===== src/hdl/ftppcp_pkg.sv =====
package ftppcp_pkg;

    localparam int DEF_MAX_PAYLOAD = 2048;
    localparam int POS_OUT_W       = 11;

    localparam logic [3:0] PH_HUNT = 4'd0;
    localparam logic [3:0] PH_KW1  = 4'd1;
    localparam logic [3:0] PH_KW2  = 4'd2;
    localparam logic [3:0] PH_KW3  = 4'd3;
    localparam logic [3:0] PH_KW4  = 4'd4;
    localparam logic [3:0] PH_NUM0 = 4'd5;
    localparam logic [3:0] PH_NUM1 = 4'd6;
    localparam logic [3:0] PH_NUM2 = 4'd7;
    localparam logic [3:0] PH_NUM3 = 4'd8;
    localparam logic [3:0] PH_NUM4 = 4'd9;
    localparam logic [3:0] PH_NUM5 = 4'd10;

    localparam logic [7:0] CH_P_UP = 8'h50;
    localparam logic [7:0] CH_P_LO = 8'h70;
    localparam logic [7:0] CH_COMMA = 8'h2C;
    localparam logic [7:0] CH_CR    = 8'h0D;
    localparam logic [7:0] CH_LF    = 8'h0A;
    localparam logic [7:0] CH_ZERO  = 8'h30;
    localparam logic [7:0] CH_NINE  = 8'h39;
    localparam logic [7:0] CH_SPACE = 8'h20;

    typedef struct packed {
        logic [7:0] data_byte;
        logic       may_start;
        logic       last;
    } t_in_word;

    typedef struct packed {
        logic [31:0]          client_addr;
        logic [15:0]          client_port;
        logic [POS_OUT_W-1:0] arg_offset;
        logic [POS_OUT_W-1:0] arg_length;
    } t_out_word;

    typedef struct packed {
        logic hit;
        logic found;
    } t_scan_stat;

    // expected keyword byte once ph bytes have matched
    function automatic logic [7:0] kw_char(input logic [3:0] ph, input logic up);
        logic [7:0] c;
        case (ph)
            PH_KW1:  c = 8'h6F;
            PH_KW2:  c = 8'h72;
            PH_KW3:  c = 8'h74;
            PH_KW4:  c = CH_SPACE;
            default: c = CH_SPACE;
        endcase
        if (up && ph != PH_KW4) begin
            c = c - CH_SPACE;
        end
        return c;
    endfunction

endpackage


===== src/hdl/ftppcp_scan.sv =====
module ftppcp_scan
    import ftppcp_pkg::*;
#(
    parameter int MAX_PAYLOAD = DEF_MAX_PAYLOAD
) (
    input  logic       i_clk,
    input  logic       i_rst_n,
    input  logic       i_step,
    input  t_in_word   i_word,
    output t_out_word  o_res,
    output t_scan_stat o_stat
);

    localparam int PW = $clog2(MAX_PAYLOAD);
    localparam int EW = (PW > POS_OUT_W) ? PW : POS_OUT_W;
    localparam logic [PW:0] MAXV = (PW+1)'(MAX_PAYLOAD);

    logic [3:0]    r_phase, n_phase;
    logic          r_upper, n_upper;
    logic [7:0]    r_acc, n_acc;
    logic [31:0]   r_addr, n_addr;
    logic [15:0]   r_port, n_port;
    logic [PW-1:0] r_pos, n_pos;
    logic [PW-1:0] r_start, n_start;
    logic          r_found, n_found;

    logic          hit;
    logic          hunt;
    logic [PW:0]   pos_inc;
    logic [PW-1:0] pos_nx;
    logic [PW:0]   diff;
    logic [PW-1:0] len;
    logic [EW-1:0] len_ext;
    logic [EW-1:0] start_ext;
    logic [7:0]    b;

    assign b       = i_word.data_byte;
    assign pos_inc = {1'b0, r_pos} + {{PW{1'b0}}, 1'b1};
    assign pos_nx  = (pos_inc >= MAXV) ? '0 : pos_inc[PW-1:0];

    always_comb begin
        diff = {1'b0, r_pos} - {1'b0, r_start};
        if (r_pos < r_start) begin
            diff = diff + MAXV;
        end
        len = diff[PW-1:0];
    end

    assign len_ext   = EW'(len);
    assign start_ext = EW'(r_start);

    always_comb begin
        n_phase = r_phase;
        n_upper = r_upper;
        n_acc   = r_acc;
        n_addr  = r_addr;
        n_port  = r_port;
        n_start = r_start;
        n_found = r_found;
        hit     = 1'b0;
        hunt    = 1'b0;
        if (!r_found) begin
            if (r_phase inside {[PH_KW1:PH_KW4]}) begin
                if (b == kw_char(r_phase, r_upper)) begin
                    n_phase = r_phase + 4'd1;
                    if (r_phase == PH_KW4) begin
                        n_start = pos_nx;
                        n_acc   = '0;
                        n_addr  = '0;
                        n_port  = '0;
                    end
                end else begin
                    hunt = 1'b1;
                end
            end else if (r_phase inside {[PH_NUM0:PH_NUM5]}) begin
                if (b inside {[CH_ZERO:CH_NINE]}) begin
                    n_acc = {r_acc[4:0], 3'b000} + {r_acc[6:0], 1'b0} + (b - CH_ZERO);
                end else if (r_phase != PH_NUM5 && b == CH_COMMA) begin
                    if (r_phase == PH_NUM4) begin
                        n_port = {r_port[7:0], r_acc};
                    end else begin
                        n_addr = {r_addr[23:0], r_acc};
                    end
                    n_acc   = '0;
                    n_phase = r_phase + 4'd1;
                end else if (r_phase == PH_NUM5 && (b == CH_CR || b == CH_LF)) begin
                    hit     = i_step;
                    n_found = 1'b1;
                    n_phase = PH_HUNT;
                end else begin
                    hunt = 1'b1;
                end
            end else begin
                hunt = 1'b1;
            end
            if (hunt) begin
                n_phase = PH_HUNT;
                if (i_word.may_start && (b == CH_P_UP || b == CH_P_LO)) begin
                    n_phase = PH_KW1;
                    n_upper = (b == CH_P_UP);
                end
            end
        end
        n_pos = pos_nx;
        if (i_word.last) begin
            n_phase = PH_HUNT;
            n_upper = 1'b0;
            n_acc   = '0;
            n_addr  = '0;
            n_port  = '0;
            n_pos   = '0;
            n_start = '0;
            n_found = 1'b0;
        end
    end

    always_ff @(posedge i_clk) begin
        if (!i_rst_n) begin
            r_phase <= PH_HUNT;
            r_pos   <= '0;
            r_found <= 1'b0;
            r_upper <= 1'b0;
            r_acc   <= '0;
            r_addr  <= '0;
            r_port  <= '0;
            r_start <= '0;
        end else if (i_step) begin
            r_phase <= n_phase;
            r_pos   <= n_pos;
            r_found <= n_found;
            r_upper <= n_upper;
            r_acc   <= n_acc;
            r_addr  <= n_addr;
            r_port  <= n_port;
            r_start <= n_start;
        end
    end

    assign o_res.client_addr = r_addr;
    assign o_res.client_port = {r_port[7:0], r_acc};
    assign o_res.arg_offset  = start_ext[POS_OUT_W-1:0];
    assign o_res.arg_length  = len_ext[POS_OUT_W-1:0];
    assign o_stat.hit        = hit;
    assign o_stat.found      = r_found;

endmodule


===== src/hdl/ftp_port_command_parser.sv =====
// FTP PORT command parser.
// Input channel: one payload byte per word (i_in_data: data_byte, may_start,
// last) on i_in_valid, held off by o_in_stall. Output channel: one result
// word (address, port, argument offset and length) on o_out_valid, held by
// i_out_stall.
// A byte is registered on acceptance and scanned from the input register; a
// result is registered to o_out_valid when the scan step takes the
// terminating CR or LF. One byte is accepted every cycle while o_in_stall is
// low; the rate is set by the scan step between the input and result
// registers. At most one result per packet; state clears after the byte
// flagged last.
// Reset (synchronous, active low) empties both registers and returns the
// scanner to keyword hunting at payload offset zero.
// While the receiver stalls a pending result, the scan step halts and
// o_in_stall rises once the input register is full; bytes that give no
// result still pass while the result register is empty.
module ftp_port_command_parser
    import ftppcp_pkg::*;
#(
    parameter int MAX_PAYLOAD = DEF_MAX_PAYLOAD
) (
    input  logic      i_clk,
    input  logic      i_rst_n,
    input  logic      i_in_valid,
    input  t_in_word  i_in_data,
    output logic      o_in_stall,
    output logic      o_out_valid,
    output t_out_word o_out_data,
    input  logic      i_out_stall
);

    logic       r_in_valid;
    t_in_word   r_in;
    logic       r_out_valid;
    t_out_word  r_out;
    logic       proc_ok;
    logic       step;
    t_out_word  scan_res;
    t_scan_stat scan_stat;

    assign proc_ok    = !r_out_valid || !i_out_stall;
    assign step       = r_in_valid && proc_ok;
    assign o_in_stall = r_in_valid && !proc_ok;

    ftppcp_scan #(
        .MAX_PAYLOAD(MAX_PAYLOAD)
    ) u_scan (
        .i_clk  (i_clk),
        .i_rst_n(i_rst_n),
        .i_step (step),
        .i_word (r_in),
        .o_res  (scan_res),
        .o_stat (scan_stat)
    );

    always_ff @(posedge i_clk) begin
        if (!i_rst_n) begin
            r_in_valid  <= 1'b0;
            r_out_valid <= 1'b0;
        end else begin
            if (!o_in_stall) begin
                r_in_valid <= i_in_valid;
            end
            if (proc_ok) begin
                r_out_valid <= scan_stat.hit;
            end
        end
    end

    always_ff @(posedge i_clk) begin
        if (!o_in_stall && i_in_valid) begin
            r_in <= i_in_data;
        end
        if (scan_stat.hit) begin
            r_out <= scan_res;
        end
    end

    assign o_out_valid = r_out_valid;
    assign o_out_data  = r_out;

    a_stall_cause: assert property (@(posedge i_clk) disable iff (!i_rst_n)
        o_in_stall |-> (r_out_valid && i_out_stall))
        else $error("input stalled without output backpressure");

    a_hit_once: assert property (@(posedge i_clk) disable iff (!i_rst_n)
        scan_stat.hit |-> (!scan_stat.found && step))
        else $error("second match reported in one packet");

    a_hit_out: assert property (@(posedge i_clk) disable iff (!i_rst_n)
        scan_stat.hit |=> o_out_valid)
        else $error("match not presented on output");

    a_found_hold: assert property (@(posedge i_clk) disable iff (!i_rst_n)
        (scan_stat.found && !(step && r_in.last)) |=> scan_stat.found)
        else $error("match flag dropped before last byte");

endmodule


===== config.mk =====
export PLATFORM = sky130hd
export DESIGN_NAME = ftp_port_command_parser
export DESIGN_NICKNAME = d
export VERILOG_FILES = /design/src/hdl/ftppcp_pkg.sv /design/src/hdl/ftppcp_scan.sv /design/src/hdl/ftp_port_command_parser.sv
export SDC_FILE = /design/constraint.sdc
export NUM_CORES = 1
export LEC_CHECK = 0
export ABC_AREA = 0
export BUFFER_PORTS_ARGS = -buffer_cell sky130_fd_sc_hd__buf_4
export CORE_ASPECT_RATIO = 1.75
export CORE_MARGIN = 2
export CORE_UTILIZATION = 35
export CTS_BUF_LIST = sky130_fd_sc_hd__clkbuf_16
export DETAILED_ROUTE_END_ITERATION = 8
export GPL_ROUTABILITY_DRIVEN = 0
export PLACE_DENSITY = 0.63
export SLEW_MARGIN = 40
export SYNTH_ARGS = -nofsm -noshare
export SYNTH_HDL_FRONTEND = slang
export SYNTH_SLANG_ARGS = --single-unit
export TNS_END_PERCENT = 50

===== constraint.sdc =====
create_clock -name i_clk -period 4.9 [get_ports i_clk]
set_clock_uncertainty 0.1 [all_clocks]
set_input_delay 0.735 -clock i_clk [delete_from_list [all_inputs] [get_ports i_clk]]
set_output_delay 0.735 -clock i_clk [all_outputs]
set_load 0.05 [all_outputs]

==> summary.txt, run 1 <==
Run status
  • Run status: completed

Placement
  • Post-DP HPWL: between 10000 and 15000 um
  • Pre-CTS setup slack: 1260 ps
  • IO buf count: 85

Synth
  • Syn Inst Count: 655
  • Post-synthesis instance area: roughly 7200 sq um
  • Post-synth ARST share: 0%
  • Mux contribution to synthesized area: 7.08%
  • Netlist cell types: 59
  • Yosys Warn Count: 0
  • Top_reg_cell synth: edfxtp_1
  • Yosys reg bits: 158
  • Area contributors post-synth: edfxtp_1 33%, dfxtp_1 22%, mux2i_1 7.1%, ha_1 4.5%, nand2_1 3.6%
  • Yosys top cell area share: 33.3%
  • Post-synth EDFFs: 80
  • Yosys top cell by area: edfxtp_1
  • Synth Area in Adders: 6.17%
  • Synth Area in Simple Gates: ~17%
  • Syn nets: 701
  • Sequential area share after synthesis: a little over half
  • Avg Cell Area, Syn: 11.0 sq um
  • Largest family of logic cells by synthesized area: simple AND/OR/NAND/NOR gates
  • Synth Area in XOR/XNOR: ~2.8%
  • Compound-cell area share of the yosys netlist: 7.87%

Floorplan
  • Die extent in y: 194 um
  • Die area: ~22000 sq um
  • Initial Util: a little over a third
  • Core footprint: 20300 sq um
  • Row count: 69
  • Die Width: roughly 110 um
  • I/O Pins: 86

Worst setup path
  • Slowest cell on the critical path: or4b_4
  • Worst setup EP type: flop
  • CP max stage delay: ~550 ps
  • Worst-path fanout max: 32
  • Kind of critical path: reg -> reg
  • Setup crit start kind: flop
  • Critical Path AT: 3920 ps
  • Crit-path cells: inv_1 > ha_1 > nor4bb_1 > a31oi_1 > o311a_1 > or3_4 > or4b_4 > a21oi_4 > buf_4 > mux2i_1
  • Worst Path Required: between 5000 and 6000 ps
  • R2R setup slack: 1210 ps

Power
  • Total power: around 2.9 mW
  • PwrDens: 333 nW/um^2
  • Int Power: 2.25 mW
  • Combinational power share: around 3.8%
  • Sequential share of power: between 40% and 50%
  • Clock Power Share: 47.8%
  • Sw frac: 22.5%
  • Worst vdd ir: between 0.0002 and 0.0003 V
  • Static leakage: 3.23 nW
  • Sw power: about 0.65 mW

Final layout
  • Layout cell share with drive strength beyond 1: 18.1%
  • Area Overhead vs Synth: 20.8%
  • Final core utilization: between 40% and 50%
  • Leading cell type in the layout, fill and taps excluded: buf_4
  • Register area: 3960 sq um
  • Fill cells: 1880
  • Most frequent cells in the layout: 89 x buf_4, 80 x edfxtp_1, 78 x dfxtp_1
  • Diode count: 0
  • Final Net Count: between 700 and 800
  • Area of the multi-input gates: 2970 sq um

Timing
  • Hold WS: 328 ps
  • Setup TNS: 0 ps
  • Slew Viols, Final: 0
  • Period Utilization, post-route: 75.2%
  • Clock period minus worst slack: 3690 ps
  • Fmax: 271 MHz
  • Slew at the pin closest to its max-slew limit: 789 ps
  • Final hold violations: 0
  • Final setup vio count: 0
  • Worst setup margin: 1210 ps
  • Slew headroom: about 47%
  • RSZ-0062 raised after global routing: no

Drt
  • Routed vias/inst: 4.94
  • ANT nets after route: 0
  • Per-cell routed wire length: 14.8 um
  • Vias: 4914
  • Final WL: around 15000 um
  • First drt pass iteration count: 4
  • Initial DRC Count: 228
  • Residual DRC count: 0

Clock tree
  • Num CTS Buffers: 17
  • Setup Fix Bufs, Post-CTS: 0
  • Clk pin slew, worst setup/hold paths: 70 ps
  • CTS sink cnt: 158
  • Resize count post-CTS: 0
  • Worst-case clock buffer depth: 2
  • Cts hold-fix bufs: 0
  • H-Tree Depth: 4
  • Root buf cell: clkbuf_16
  • TritonCTS clock tree: built
  • Clk Latency, worst-skew pair: approximately 430 ps

Global routing
  • Met1 Use GR: around 16%
  • Antenna violations before repair: 0
  • Grt met2 use: between 20% and 30%
  • First-pass GRT wire length: ~24000 um
  • Gr ovfl total: 0
  • Total GRT Usage: approximately 14%
  • Vias in the first global route: 4808
  • Largest net degree at the start of global routing: 114
  • Grt peak-use layer: met2
  • Met3 usage: between 2 and 3%

Worst hold path
  • Min-Delay Path Class: reg -> reg

Flow run
  • Max-cap violation count: 0
==> power groups by stage <==
stage                     clock, mW  sequential (mW)  combinational, mW
after global placement            0             1.43              0.111
after CTS                      1.42             1.40              0.113
final                          1.39             1.40              0.111
after global routing           1.47             1.40              0.126
after detailed placement          0             1.43              0.112
after floorplan                   0             1.42             0.0895
==> logic make-up (layout without fill, tap and decap cells) <==
logic type               Yosys count  in the layout
AO/OA/AOI/OAI                     84             84
XOR/XNOR                          23             23
adder cells (fa/ha/maj)           32             32
buffers and inverters             70            162
flip-flops                       158            158
multiplexers                      51             51
AND/OR/NAND/NOR                  237            237
==> final timing paths <==
path	from	endpoint	depth (start not counted)
max	u_scan.r_phase[1]	u_scan.r_addr[6]	10
min	u_scan.r_addr[31]	o_out_data[69]	0
max reg2reg	u_scan.r_phase[1]	u_scan.r_addr[6]	10
min reg2reg	u_scan.r_addr[31]	o_out_data[69]	0
==> registers in the layout, summed over array words and instances (netlist names), 4 cells and up <==
name and flops:
r_in 10, u_scan.r_port 8, o_out_data 70, u_scan.r_phase 4, u_scan.r_pos 11, u_scan.r_start 11
u_scan.r_addr 32, u_scan.r_acc 8
==> worst max-delay path: cells and delay by family, from the launching register on <==
family / cells / cell delay [ps]
and+or+nand+nor: 3 / 1290
AOI/OAI and AO/OA: 3 / 520
buffers and inverters: 2 / 610
muxes: 1 / 270
adders and majority gates: 1 / 310
DFF: 1 / 500
==> cells in the mapped netlist, drive strengths merged, types with 3 or more instances <==
| library cell | instances |
|---|---|
| a21boi | 12 |
| a21oi | 19 |
| and2 | 3 |
| and3 | 17 |
| buf | 6 |
| clkbuf | 25 |
| dfxtp | 78 |
| edfxtp | 80 |
| fa | 6 |
| ha | 26 |
| inv | 39 |
| mux2i | 51 |
| nand2 | 70 |
| nand2b | 3 |
| nand3 | 38 |
| nand3b | 5 |
| nand4 | 5 |
| nor2 | 38 |
| nor2b | 21 |
| nor3 | 11 |
| nor3b | 6 |
| nor4 | 3 |
| o21a | 12 |
| o21ai | 18 |
| o31ai | 3 |
| o32ai | 3 |
| or3 | 3 |
| xnor2 | 16 |
| xor2 | 7 |
==> routing by layer <==
metal	vias to the layer above	share of wire (%)
met3	22	3.5
met5	-	0
met2	107	53
li1	2476	-
met4	0	2.2
met1	2309	41
==> final cells by class <==
type / instances / share of cell area [%]
clock buffers: 17 / 4.88
clock inverters: 15 / 2.28
inverters: 39 / 1.68
flip-flops and latches: 158 / 45.5
repair buffers: 91 / 8.03
well taps: 248 / 3.56
multi-input cells: 427 / 34.1
==> metrics by stage <==
step / instance area, sq um / cells
floorplan: 7210 / 655
global placement: 8080 / 963
detailed placement: 8090 / 963
CTS: 8710 / 995
global route: 8710 / 995
finish: 8710 / 995
No activity file was read; power rests on OpenSTA's default activity.
==> run 2, diff against run 1 <==
--- a/config.mk
+++ b/config.mk
@@ -5,7 +5,7 @@
 export SDC_FILE = /design/constraint.sdc
 export NUM_CORES = 1
 export LEC_CHECK = 0
-export ABC_AREA = 0
+export ABC_AREA = 1
 export BUFFER_PORTS_ARGS = -buffer_cell sky130_fd_sc_hd__buf_4
 export CORE_ASPECT_RATIO = 1.75
 export CORE_MARGIN = 2
@@ -13,7 +13,7 @@
 export CTS_BUF_LIST = sky130_fd_sc_hd__clkbuf_16
 export DETAILED_ROUTE_END_ITERATION = 8
 export GPL_ROUTABILITY_DRIVEN = 0
-export PLACE_DENSITY = 0.63
+export PLACE_DENSITY = 0.62
 export SLEW_MARGIN = 40
 export SYNTH_ARGS = -nofsm -noshare
 export SYNTH_HDL_FRONTEND = slang
==> constraint.sdc (replaced) <==
create_clock -name i_clk -period 3.78 [get_ports i_clk]
set_clock_uncertainty 0.1 [all_clocks]
set_input_delay 0.567 -clock i_clk [delete_from_list [all_inputs] [get_ports i_clk]]
set_output_delay 0.567 -clock i_clk [all_outputs]
set_load 0.05 [all_outputs]
==> run 2 against run 1 <==
- synthesized cell count is 19% higher
- wire length rose by 9.5%
- first-iteration DRC count fell by 7.9%
- clock power is 25% higher
- register-to-register slack got worse by 270 ps
- count of clock-buffer cells in the layout is the same
==> summary.txt, run 2 <==
Power
  • Worst vdd ir: 0.000307 V (+20%)
  • PwrDens: 476 nW/um^2 (+43%)
  • Static leakage: 3.57 nW (+11%)

Clock tree
  • Setup Fix Bufs, Post-CTS: 0 (unchanged)
  • Clk Latency, worst-skew pair: 430 ps (about the same)
  • Clk pin slew, worst setup/hold paths: 70 ps (about the same)
  • TritonCTS clock tree: built
  • Cts hold-fix bufs: 0 (unchanged)
  • CTS sink cnt: 158 (unchanged)
  • H-Tree Depth: 4 (unchanged)
  • Resize count post-CTS: 0 (unchanged)
  • Worst-case clock buffer depth: 2 (unchanged)
  • Root buf cell: clkbuf_16
  • Num CTS Buffers: 17 (unchanged)

Worst hold path
  • Min-Delay Path Class: in -> reg

Synth
  • Top_reg_cell synth: edfxtp_1
  • Avg Cell Area, Syn: 9.21 sq um (-16%)
  • Yosys reg bits: 158 (unchanged)
  • Syn nets: 824 (+18%)
  • Yosys top cell by area: edfxtp_1
  • Area contributors post-synth: edfxtp_1 34%, dfxtp_1 22%, nand2_1 7.6%, a21oi_1 4.9%, ha_1 4.5%
  • Sequential area share after synthesis: 55.3% (+0.35 points)
  • Post-synth ARST share: 0% (unchanged)
  • Yosys top cell area share: 33.5% (+0.22 points)
  • Netlist cell types: 42 (-29%)
  • Yosys Warn Count: 0 (unchanged)
  • Syn Inst Count: 778 (+19%)
  • Top-count cell post-synth: nand2_1
  • Post-synth top cells: 146 x nand2_1, 82 x nor2_1, 80 x edfxtp_1
  • Post-synthesis instance area: 7170 sq um (-0.64%)
  • Post-synth EDFFs: 80 (unchanged)

Timing
  • Slew headroom: 56.3% (+8.9 points)
  • Clock period minus worst slack: 2830 ps (-851 ps)
  • Final setup vio count: 0 (unchanged)
  • Period Utilization, post-route: 75.0% (-0.23 points)
  • Slew Viols, Final: 0 (unchanged)
  • Fmax: 353 MHz (+30%)
  • Slew at the pin closest to its max-slew limit: 649 ps (-139 ps)
  • Final hold violations: 0 (unchanged)
  • RSZ-0062 raised after global routing: no
  • Setup TNS: 0 ps (unchanged)

Placement
  • IO buf count: 85 (unchanged)
  • Post-DP HPWL: 11500 um (+15%)
  • Placed Area: 8050 sq um (-0.45%)

Run status
  • Run status: completed

Worst setup path
  • Kind of critical path: reg -> reg
  • R2R setup slack: 950 ps (-270 ps)
  • Worst-path fanout max: 4 (-88%)
  • Setup crit start kind: flop
  • Worst Path Required: 3970 ps (-1170 ps)
  • Critical Path AT: 3020 ps (-900 ps)
  • Worst setup EP type: flop

Flow run
  • Max-cap violation count: 0 (unchanged)

Drt
  • Metal3 WL: 622 um (+21%)
  • Met1 WL: 6510 um (+7.1%)
  • Vias: 5480 (+12%)
  • Initial DRC Count: 210 (-7.9%)
  • Per-cell routed wire length: 14.4 um (-3.1%)
  • First drt pass iteration count: 5 (+1)
  • Residual DRC count: 0 (unchanged)
  • Final WL: 16100 um (+9.5%)
  • ANT nets after route: 0 (unchanged)
  • Highest routed layer: met4
  • Routed wl met2: 8570 um (+9.8%)
  • Routed vias/inst: 4.88 (-1.3%)

Global routing
  • Largest net degree at the start of global routing: 50 (-56%)
  • Gr ovfl total: 0 (unchanged)
  • Vias in the first global route: 5392 (+12%)
  • First-pass GRT wire length: 26600 um (+10%)
  • Antenna violations before repair: 0 (unchanged)
  • Total GRT Usage: 15.3% (+1.4 points)

Final layout
  • Diode count: 0 (unchanged)
  • Area Overhead vs Synth: 21.1%
  • Layout cell share with drive strength beyond 1: 17.0% (-1.1 points)
  • Leading cell type in the layout, fill and taps excluded: nand2_1
  • Design area: 8680 sq um (-0.39%)
  • Max reg flops: 70 (unchanged)
  • Fill cells: 2047 (+8.9%)
  • Most frequent cells in the layout: 146 x nand2_1, 93 x buf_4, 82 x nor2_1
  • Final Net Count: 909 (+17%)

Floorplan
  • Initial Util: 35.5% (-0.077 points)
  • Core footprint: 20200 sq um (-0.43%)
  • Die area: 21700 sq um (-0.62%)
  • Die extent in y: 193 um (-0.31%)
  • Row count: 69 (unchanged)
  • I/O Pins: 86 (unchanged)
  • Die Width: 112 um (-0.31%)
==> run 2: cell types whose count changed in the layout (fill, tap and decap cells not counted), moves of 31 or more <==
cell / change
mux2i_1: -51
a21oi_1: +52
nand2_1: +76
nor2_1: +45
nand4_1: +31
inv_1: +40
==> run 2: worst paths after layout <==
check / cells after the start / to / from
setup / recovery: 14 / u_scan.r_acc[7] / r_in[5]
hold / removal: 1 / r_in[7] / i_in_data[7]
setup reg to reg: 14 / u_scan.r_acc[7] / r_in[5]
hold reg to reg: 0 / o_out_data[16] / u_scan.r_start[5]
==> run 2: final cells by class <==
class	instances	area [sq um]	area share (%)
timing repair buffer	94	709	8.17
clock buffer	17	425	4.90
sequential	158	3960	45.7
tap	248	310	3.58
multi-input combinational	505	2750	31.7
inverter	87	328	3.78
clock inverter	15	191	2.21
==> run 2: logic make-up (layout without fill, tap and decap cells) <==
kind of cell / Yosys count / count (layout) / share of synthesized area, %
AO/OA/AOI/OAI: 132 / 132 / 9.91
XOR/XNOR: 17 / 17 / 2.08
adder cells (fa/ha/maj): 32 / 32 / 6.21
buffers and inverters: 115 / 213 / 6.48
flip-flops: 158 / 158 / 55.3
AND/OR/NAND/NOR: 324 / 324 / 20.0
==> run 2: routing by layer <==
layer  track usage (%)  up-vias
li1                  -     2804
met1              16.9     2520
met2              28.0      124
met3              3.16       32
met4              6.46        0
met5                 0        -
==> run 2: power breakdown <==
group,switching [mW],leakage [nW],total (mW),internal (mW)
clock network,0.789,0.297,1.74,0.954
registers,0.0457,1.39,1.90,1.85
logic,0.321,1.88,0.494,0.172
total,1.16,3.57,4.13,2.98
==> run 2: metrics by stage <==
stage | std cells | util (%) | setup slack (ps) | hold slack, ps | total power [mW]
global route | 1124 | 43.0 | 609 | 195 | 4.31
global placement | 1091 | 39.8 | 752 | 314 | 2.42
detailed placement | 1091 | 39.8 | 698 | 316 | 2.43
floorplan | 778 | - | 362 | 308 | 2.31
CTS | 1123 | 42.9 | 791 | 196 | 4.17
finish | 1124 | 43.0 | 945 | 212 | 4.13
==> run 2: worst max-delay path, cell delays in order (launching register included) <==
cell	delay, ps
edfxtp_1	400
inv_1	120
fa_1	550
inv_1	40
ha_1	280
ha_1	240
fa_1	400
nand2_1	90
nand2_1	50
a21oi_1	160
nand2_1	80
nand2_1	60
nor2_1	40
nand2_1	50
a21oi_1	50
==> run 3, diff against run 2 <==
--- a/config.mk
+++ b/config.mk
@@ -5,7 +5,7 @@
 export SDC_FILE = /design/constraint.sdc
 export NUM_CORES = 1
 export LEC_CHECK = 0
-export ABC_AREA = 1
+export ABC_AREA = 0
 export BUFFER_PORTS_ARGS = -buffer_cell sky130_fd_sc_hd__buf_4
 export CORE_ASPECT_RATIO = 1.75
 export CORE_MARGIN = 2
@@ -13,7 +13,7 @@
 export CTS_BUF_LIST = sky130_fd_sc_hd__clkbuf_16
 export DETAILED_ROUTE_END_ITERATION = 8
 export GPL_ROUTABILITY_DRIVEN = 0
-export PLACE_DENSITY = 0.62
+export PLACE_DENSITY = 0.63
 export SLEW_MARGIN = 40
 export SYNTH_ARGS = -nofsm -noshare
 export SYNTH_HDL_FRONTEND = slang
==> constraint.sdc (replaced) <==
create_clock -name i_clk -period 2.5 [get_ports i_clk]
set_clock_uncertainty 0.1 [all_clocks]
set_input_delay 0.375 -clock i_clk [delete_from_list [all_inputs] [get_ports i_clk]]
set_output_delay 0.375 -clock i_clk [all_outputs]
set_load 0.05 [all_outputs]
==> run 3 against run 2 <==
- the run now ends with negative setup slack left
- highest routed layer unchanged
- sequential cell count did not move
- maximum frequency fell by 6.7%
- power rose by 35%
- critical path depth fell by 5
- setup slack worse by 1500 ps
- via count shrank 3.6%
- die area is 0.63% higher
- worst hold slack got worse by 200 ps
- register-to-register slack lost 1500 ps
- sequential share of layout area fell by 4.7 points
- first-iteration DRC count down 12%
- design area grew 12%
==> summary.txt, run 3 (same netlist as run 1, synthesis figures left out) <==
Drt
  • Initial DRC Count: 184 (-12%)
  • Routed wl met2: 8940 um (+4.3%)
  • Final WL: 16300 um (+1.3%)
  • Routed vias/inst: 4.92 (+0.91%)
  • Per-cell routed wire length: 15.2 um (+6.0%)
  • Residual DRC count: 0 (unchanged)
  • Metal3 WL: 571 um (-8.2%)
  • Highest routed layer: met4
  • ANT nets after route: 0 (unchanged)
  • First drt pass iteration count: 4 (-1)
  • Met1 WL: 6280 um (-3.6%)
  • Vias: 5284 (-3.6%)

Worst setup path
  • Worst reg-to-reg path cell count: 9 (-5)
  • Critical Path AT: 3280 ps (+260 ps)
  • R2R setup slack: -540 ps (-1480 ps)
  • RR Startpoint: u_scan.r_phase[0]
  • Worst-path fanout max: 8 (+4)
  • Worst setup EP type: flop
  • Setup crit start kind: flop
  • Kind of critical path: reg -> reg
  • Worst Path Required: 2740 ps (-1230 ps)
  • Reg-to-reg endpoint: u_scan.r_addr[19]

Timing
  • Slew Viols, Final: 0 (unchanged)
  • Hold WS: 13.4 ps (-198 ps)
  • Final hold violations: 0 (unchanged)
  • Period Utilization, post-route: 122% (+47 points)
  • Slew at the pin closest to its max-slew limit: 558 ps (-91.2 ps)
  • Fmax: 329 MHz (-6.7%)
  • Clock period minus worst slack: 3040 ps (+204 ps)
  • Final setup vio count: 63 (+63)
  • Slew headroom: 62.8% (+6.5 points)
  • Worst setup margin: -538 ps (-1480 ps)
  • RSZ-0062 raised after global routing: yes

Run status
  • Failing checks: negative setup slack
  • Run status: complete, but fails checks

Floorplan
  • Die area: 21800 sq um (+0.63%)
  • Die Width: 113 um (+0.31%)
  • Initial Util: 35.6% (+0.077 points)
  • I/O Pins: 86 (unchanged)
  • Core footprint: 20300 sq um (+0.43%)
  • Row count: 69 (unchanged)
  • Die extent in y: 194 um (+0.32%)

Global routing
  • First-pass GRT wire length: 25800 um (-3.0%)
  • Total GRT Usage: 14.9% (-0.41 points)
  • Gr ovfl total: 0 (unchanged)
  • Vias in the first global route: 5224 (-3.1%)
  • Antenna violations before repair: 0 (unchanged)
  • Largest net degree at the start of global routing: 54 (+8.0%)

Clock tree
  • Clk Latency, worst-skew pair: 430 ps (about the same)
  • TritonCTS clock tree: built
  • Num CTS Buffers: 17 (unchanged)
  • Root buf cell: clkbuf_16
  • Worst-case clock buffer depth: 2 (unchanged)
  • CTS sink cnt: 158 (unchanged)
  • Clk pin slew, worst setup/hold paths: 70 ps (about the same)
  • H-Tree Depth: 4 (unchanged)

Final layout
  • Layout cell share with drive strength beyond 1: 31.6% (+15 points)
  • Most frequent cells in the layout: 150 x buf_4, 80 x edfxtp_1, 75 x dfxtp_1
  • Diode count: 0 (unchanged)
  • Final core utilization: 47.8% (+4.8 points)
  • Leading cell type in the layout, fill and taps excluded: buf_4
  • Final Net Count: 859 (-5.5%)
  • Max reg flops: 70 (unchanged)
  • Area Overhead vs Synth: 34.3%

Flow run
  • Max-cap violation count: 0 (unchanged)

Worst hold path
  • Hold depth: 1 (unchanged)
  • Min-Delay Path Class: in -> reg
  • Hold_sp: i_in_data[1]
  • Worst Hold End: r_in[1]

Power
  • Static leakage: 3.69 nW (+3.2%)
  • PwrDens: 576 nW/um^2 (+21%)
  • Worst vdd ir: 0.000468 V (+52%)

Placement
  • IO buf count: 85 (unchanged)
  • Post-DP HPWL: 11000 um (-4.9%)
run 3: cell count changes in the layout (fill, tap and decap cells not counted), moves of 9 or more:
cell | before | now
buf_4 | 93 | 150
o21ai_0 | 29 | 15
nand2_1 | 146 | 69
nor2b_1 | 0 | 21
nor2_1 | 82 | 35
a21boi_0 | 0 | 9
and3_1 | 0 | 17
o21a_1 | 0 | 12
mux2i_1 | 0 | 50
o21ai_1 | 15 | 2
nand4_1 | 36 | 5
a21oi_1 | 70 | 12
inv_1 | 79 | 33
run 3: report_power, final:
part / internal (mW) / switching, mW
registers: 2.71 / 0.0122
logic: 0.156 / 0.185
clock network: 1.40 / 1.11
run 3: how the worst max path moves through the flow:
stage                        end              start
2_1_floorplan   u_scan.r_addr[2]  u_scan.r_phase[1]
3_3_place_gp    u_scan.r_addr[3]  u_scan.r_phase[1]
3_5_place_dp   u_scan.r_addr[28]  u_scan.r_phase[1]
4_1_cts        u_scan.r_addr[15]  u_scan.r_phase[1]
5_1_grt        u_scan.r_addr[28]  u_scan.r_phase[0]
6_report       u_scan.r_addr[19]  u_scan.r_phase[0]
run 3: area by class of cell:
class                      count  area, sq um
clock inverter                15          150
sequential                   158         3970
tap                          248          310
inverter                      39          151
fill                        1833        10600
multi-input combinational    427         3210
timing repair buffer         170         1480
clock buffer                  17          425
run 3: per-stage QoR:
stage,area [sq um],power (mW),std cells,setup TNS (ps),setup WS [ps]
2_1_floorplan,7250,2.96,655,-50010,-554
3_3_place_gp,8600,3.07,1023,-23590,-477
3_5_place_dp,8600,3.07,1023,-25780,-554
4_1_cts,9380,5.62,1062,-23880,-537
5_1_grt,9690,5.77,1074,-28890,-607
6_report,9690,5.58,1074,-22700,-538
run 3: per-layer routing:
layer	GRT usage, %	vias to the layer above
met5	0	-
met4	7.54	0
met3	2.94	32
met2	27.5	117
met1	15.8	2499
li1	-	2636
run 3: what timing repair did:
action	CTS	global route
setup buffers	5	9
endpoints found under the setup margin	100	136
resized for setup	32	36
pin swaps	15	26
hold buffers	0	0
gates cloned	2	4
run 3: critical path, stage by stage (launching register included):
cell     delay, ps
dfxtp_4        370
nor4b_4        310
mux2i_1        120
or3_4          390
or3_4          400
or4b_4         550
a21oi_4        190
buf_12         140
buf_12         130
mux2i_1        220
